[src/assert_macros.svh]
// Assertion helper macros for the 3x3 filter RTL.
// Self-contained; taken in by `include where assertions are written.
`ifndef ASSERT_MACROS_SVH
`define ASSERT_MACROS_SVH

// Same-cycle implication, disabled while reset is low
`define ASSERT_IMPL(lbl, clk, rstn, pre, post) \
    lbl: assert property (@(posedge clk) disable iff (!rstn) (pre) |-> (post)) \
        else $error("same-cycle implication failed");

// Next-cycle implication, disabled while reset is low
`define ASSERT_NEXT(lbl, clk, rstn, pre, post) \
    lbl: assert property (@(posedge clk) disable iff (!rstn) (pre) |=> (post)) \
        else $error("next-cycle implication failed");

`endif

[src/c3f_pkg.sv]
// Shared types and constants for the 3x3 clamped convolution filter.
// No dependencies; imported by the filter datapath and the top level.
package c3f_pkg;

    // Pixel and coefficient geometry
    localparam int PIX_W      = 8;
    localparam int CH_N       = 3;
    localparam int PIX_PACK_W = PIX_W * CH_N;
    localparam int TAPS       = 9;
    localparam int COEF_W     = 12;
    localparam int MASK_W     = 3 * COEF_W;
    localparam int BIAS_W     = 9;
    localparam int PIX_MAX    = 255;

    // Frame geometry
    localparam int DIM_W     = 12;
    localparam int POS_W     = 11;
    localparam int MIN_DIM   = 3;
    localparam int ROW_LIMIT = 2048;

    // Stream beat layout
    localparam int IN_DATA_W  = PIX_PACK_W;
    localparam int OUT_USED_W = PIX_PACK_W + 2 * POS_W;
    localparam int OUT_DATA_W = ((OUT_USED_W + 7) / 8) * 8;
    localparam int OUT_PAD_W  = OUT_DATA_W - OUT_USED_W;

    // Configuration port
    localparam int CFG_IDX_W  = 3;
    localparam int CFG_DATA_W = MASK_W;

    localparam logic [MASK_W-1:0] MASK_MID_RESET = MASK_W'(36'h0_0008_0000);
    localparam logic [DIM_W-1:0]  WIDTH_RESET    = DIM_W'(640);
    localparam logic [DIM_W-1:0]  HEIGHT_RESET   = DIM_W'(480);

    typedef enum logic [CFG_IDX_W-1:0] {
        CFG_MASK_TOP    = 3'd0,
        CFG_MASK_MIDDLE = 3'd1,
        CFG_MASK_BOTTOM = 3'd2,
        CFG_OFFSET_BIAS = 3'd3,
        CFG_FRAME_WIDTH = 3'd4,
        CFG_FRAME_HEIGHT = 3'd5,
        CFG_COLOUR_MODE = 3'd6
    } cfg_reg_t;

    // Per-pixel position info carried down the pipeline
    typedef struct packed {
        logic             emit;
        logic             last;
        logic [POS_W-1:0] col;
        logic [POS_W-1:0] row;
    } pos_info_t;

endpackage

[src/c3f_mac.sv]
// One channel of the 3x3 weighted sum: nine products, bias, truncate, clamp.
// Depends on c3f_pkg for pixel, coefficient and bias widths.
module c3f_mac import c3f_pkg::*; #(
    parameter int FRAC_BITS = 7
) (
    input  logic [TAPS-1:0][PIX_W-1:0]  taps,
    input  logic [TAPS-1:0][COEF_W-1:0] coefs,
    input  logic [BIAS_W-1:0]           bias,
    output logic [PIX_W-1:0]            res
);

    localparam int PROD_W    = PIX_W + COEF_W + 1;
    localparam int SUM_W     = PROD_W + 4;
    localparam int BIAS_SH_W = BIAS_W + FRAC_BITS;
    localparam int ACC_W     = ((SUM_W > BIAS_SH_W) ? SUM_W : BIAS_SH_W) + 1;

    logic signed [PROD_W-1:0] prod [TAPS];
    logic signed [ACC_W-1:0]  acc;
    logic        [ACC_W-1:0]  quo;

    // Products: unsigned pixel times signed coefficient
    always_comb begin
        for (int i = 0; i < TAPS; i++) begin
            prod[i] = PROD_W'($signed({1'b0, taps[i]})) * PROD_W'($signed(coefs[i]));
        end
    end

    // Exact sum with the bias scaled to the coefficient fraction
    always_comb begin
        acc = {{(ACC_W-BIAS_W){bias[BIAS_W-1]}}, bias} << FRAC_BITS;
        for (int i = 0; i < TAPS; i++) begin
            acc = acc + {{(ACC_W-PROD_W){prod[i][PROD_W-1]}}, prod[i]};
        end
    end

    // Non-positive gives zero, else drop fraction and saturate
    always_comb begin
        quo = ACC_W'(acc >>> FRAC_BITS);
        if (acc[ACC_W-1] || (acc == '0)) begin
            res = '0;
        end else if (quo > ACC_W'(PIX_MAX)) begin
            res = PIX_W'(PIX_MAX);
        end else begin
            res = quo[PIX_W-1:0];
        end
    end

endmodule

[config.mk]
export PLATFORM = sky130hd
export DESIGN_NAME = c3f_mac
export DESIGN_NICKNAME = d
export VERILOG_FILES = /design/src/assert_macros.svh /design/src/c3f_pkg.sv /design/src/c3f_mac.sv
export SDC_FILE = /design/constraint.sdc
export NUM_CORES = 2
export LEC_CHECK = 0
export BUFFER_PORTS_ARGS = -buffer_cell sky130_fd_sc_hd__clkbuf_2
export CORE_MARGIN = 1.5
export CORE_UTILIZATION = 40
export DETAILED_ROUTE_END_ITERATION = 16
export PLACE_DENSITY = 0.69
export SYNTH_ARGS = -nofsm -noshare
export SYNTH_HDL_FRONTEND = slang
export SYNTH_SLANG_ARGS = --single-unit
export TNS_END_PERCENT = 10
[constraint.sdc]
create_clock -name vclk -period 17
set_input_delay 3.4 -clock vclk [all_inputs]
set_output_delay 3.4 -clock vclk [all_outputs]
set_load 0.05 [all_outputs]
==> load_flow_metrics.sql <==
INSERT INTO impl_metrics (metric_group, metric, value, unit) VALUES
('outcome', 'status', 'complete, but fails checks', ''),
('outcome', 'failed_checks', 'setup timing', ''),
('floorplan', 'boundaryPins', '197', ''),
('floorplan', 'initial_core_util', '0.404', ''),
('timing', 'rsz0062_at_grt', 'yes', ''),
('yosys', 'combinational_family_with_the_most_area_after_synthesis', 'adder cells', ''),
('yosys', 'post_synth_xor_area_fraction', '0.0204', ''),
('yosys', 'yosysUniqueCellTypes', '64', ''),
('floorplan', 'placementRows', '110', ''),
('placed_design', 'dp_hpwl', '83.3', 'mm'),
('routing', 'detailedRoute.firstIterationViolations', '1265', ''),
('timing', 'report.final.setup_viol', '8', ''),
('finish', 'most_frequent_standard_cell_in_the_layout_excluding_fill_and_tap_cells', 'sky130_fd_sc_hd__inv_1', ''),
('global_route', 'grt-ovfl-total', '0', ''),
('timing', 'timing.setup.tns', '-6830', 'ps'),
('timing', 'timing.final.crit_period', '17890', 'ps'),
('job', 'max_cap_viol_count', '0', ''),
('setup_path', 'critical_path.slowest_cell', 'sky130_fd_sc_hd__fa_1', ''),
('global_route', 'global_route_wire_length_before_repair', '148', 'mm'),
('yosys', 'synthesis.instances', '3965', ''),
('floorplan', 'die-area', '0.0927', 'mm^2'),
('setup_path', 'crit_path_end_kind', 'output port', ''),
('global_route', 'largest_net_degree_at_the_start_of_global_routing', '13', ''),
('global_route', 'globalRouteTotalUtil', '0.199', ''),
('floorplan', 'dieWidth', '304', 'um'),
('timing', 'finalHoldViolations', '0', ''),
('timing', 'timing_worst_slew_pin_value', '700', 'ps'),
('global_route', 'antenna_violations_before_repair', '25', ''),
('yosys', 'yosys.area_share.adder', '0.658', ''),
('placed_design', 'detailed_place.area', '0.0410', 'mm^2'),
('cts', 'cts_hold_buffers', '0', ''),
('routing', 'routed-via-count', '26357', ''),
('timing', 'maxClockFrequency', '55.9', 'MHz'),
('finish', 'most-common-layout-cells', '1,223 x sky130_fd_sc_hd__inv_1, 970 x sky130_fd_sc_hd__fa_1, 474 x sky130_fd_sc_hd__and2_1', ''),
('setup_path', 'cp.required', '13600', 'ps'),
('setup_path', 'path_class', 'in -> out', ''),
('timing', 'maxSlewHeadroom', '0.533', ''),
('yosys', 'synth.area.top_cells', 'sky130_fd_sc_hd__fa_1 54%, sky130_fd_sc_hd__inv_1 13%, sky130_fd_sc_hd__ha_1 12%', ''),
('timing', 'final.setup.worst_slack', '-889', 'ps'),
('placed_design', 'port_buffers', '197', ''),
('global_route', 'grt_pass1_vias', '28767', ''),
('routing', 'vias_per_cell', '4.73', ''),
('routing', 'route.detailed.wl_per_inst', '15.9', 'um'),
('routing', 'detail_route.drc_violations', '0', ''),
('setup_path', 'critical-path-top-cell-by-count', 'sky130_fd_sc_hd__fa_1', ''),
('yosys', 'synth-seq-area-share', '0', ''),
('yosys', 'syn-cell-area', '0.0363', 'mm^2'),
('setup_path', 'cp-start-kind', 'input port', ''),
('routing', 'drt_pass1_iterations', '8', ''),
('hold_path', 'timing.hold.worst.class', 'in -> out', ''),
('yosys', 'area_share_of_and_or_nand_nor_cells_after_synthesis', '0.150', ''),
('finish', 'layout.nets', '5903', ''),
('placed_design', 'finalWeightedCongestion', '0.916', ''),
('yosys', 'post_synth.cell_area_avg', '9.17', 'um^2'),
('yosys', 'yosysWarningCount', '0', ''),
('yosys', 'synth_compound_area_frac', '0.0369', ''),
('yosys', 'synth.net_count', '5478', ''),
('timing', 'slew_limit_fails', '0', ''),
('finish', 'numSequentialCells', '0', ''),
('finish', 'sequential_cell_area', '0', 'um^2'),
('floorplan', 'die_boundary_height', '304', 'um'),
('setup_path', 'critPathMaxStageDelay', '560', 'ps'),
('yosys', 'synthMuxAreaShare', '0', ''),
('timing', 'layout_worst_path_cycle_share', '1.05', ''),
('yosys', 'synth.largest_area_cell', 'sky130_fd_sc_hd__fa_1', ''),
('finish', 'postLayoutCellArea', '0.0414', 'mm^2'),
('floorplan', 'core_area', '0.0900', 'mm^2'),
('finish', 'layout.clock_buffers', '0', ''),
('setup_path', 'critPathMaxFanout', '8', ''),
('finish', 'drive_gt1_frac', '0.135', ''),
('setup_path', 'worst_ep_arrival_time', '14490', 'ps'),
('yosys', 'netlist.area_leader.share', '0.539', ''),
('routing', 'antenna_left', '0', ''),
('routing', 'drt_wl_total', '88.6', 'mm'),
('finish', 'layout-area-overhead-vs-synth', '13.8', '%');
-- worst paths after layout --
check	startpoint	endpoint	slack, ps	cells after the start
setup / recovery	taps[64]	res[6]	-890	43
hold / removal	coefs[48]	res[0]	8920	12
-- area by class of cell --
cell class / instances / area (um^2)
timing repair buffer: 500 / 3420
antenna: 7 / 17.5
inverter: 1225 / 4600
multi-input combinational: 2663 / 31900
tap: 1176 / 1470
fill: 8684 / 48700
-- per-layer routing --
layer | global-route usage | vias up | routed length [um]
met5 | 0 | - | 253
met4 | 0.0358 | 42 | 2110
met3 | 0.0315 | 123 | 5200
met2 | 0.339 | 564 | 42100
met1 | 0.271 | 13420 | 38900
li1 | - | 12208 | -
-- cell families after synthesis --
family / count (synthesis)
buffers and inverters: 1302
and+or+nand+nor: 1063
AOI/OAI and AO/OA: 192
xor gates and xnor gates: 84
adders and majority gates: 1324
-- worst max-delay path: cells and delay by family --
| family | cells | cell delay [ps] |
|---|---|---|
| AOI/OAI and AO/OA | 6 | 1200 |
| xor gates and xnor gates | 1 | 210 |
| adders and majority gates | 15 | 7010 |
| buffers and inverters | 14 | 1290 |
| and+or+nand+nor | 7 | 1360 |
-- Yosys cell counts (all sizes together), types with 13 or more instances --
master / n
ha: 345
or3: 13
inv: 1225
o21ai: 30
nand3: 26
o21a: 17
nand2: 428
nor3: 34
clkbuf: 76
and3: 14
xor2: 25
nor2: 41
a21o: 14
xnor2: 59
a21oi: 57
and2: 476
fa: 979
-- stage by stage --
step / util / hold WS, ps / setup WS [ps] / std cells
2_1_floorplan: - / 8230 / -193 / 3965
3_3_place_gp: 0.455 / 8940 / -943 / 5558
3_5_place_dp: 0.455 / 8970 / -1020 / 5558
4_1_cts: 0.457 / 8920 / -846 / 5559
5_1_grt: 0.459 / 9070 / -1190 / 5566
6_report: 0.460 / 8920 / -889 / 5571
-- what timing repair did --
item | 4_1_cts | 5_1_grt
setup endpoints to repair | 8 | 8
setup buffers | 1 | 5
pin swaps | 28 | 50
gates resized for setup | 28 | 76
Power is left out: the tool's default activity adds up to more than one toggle a clock period on the data nets, which glitch-free logic cannot reach.
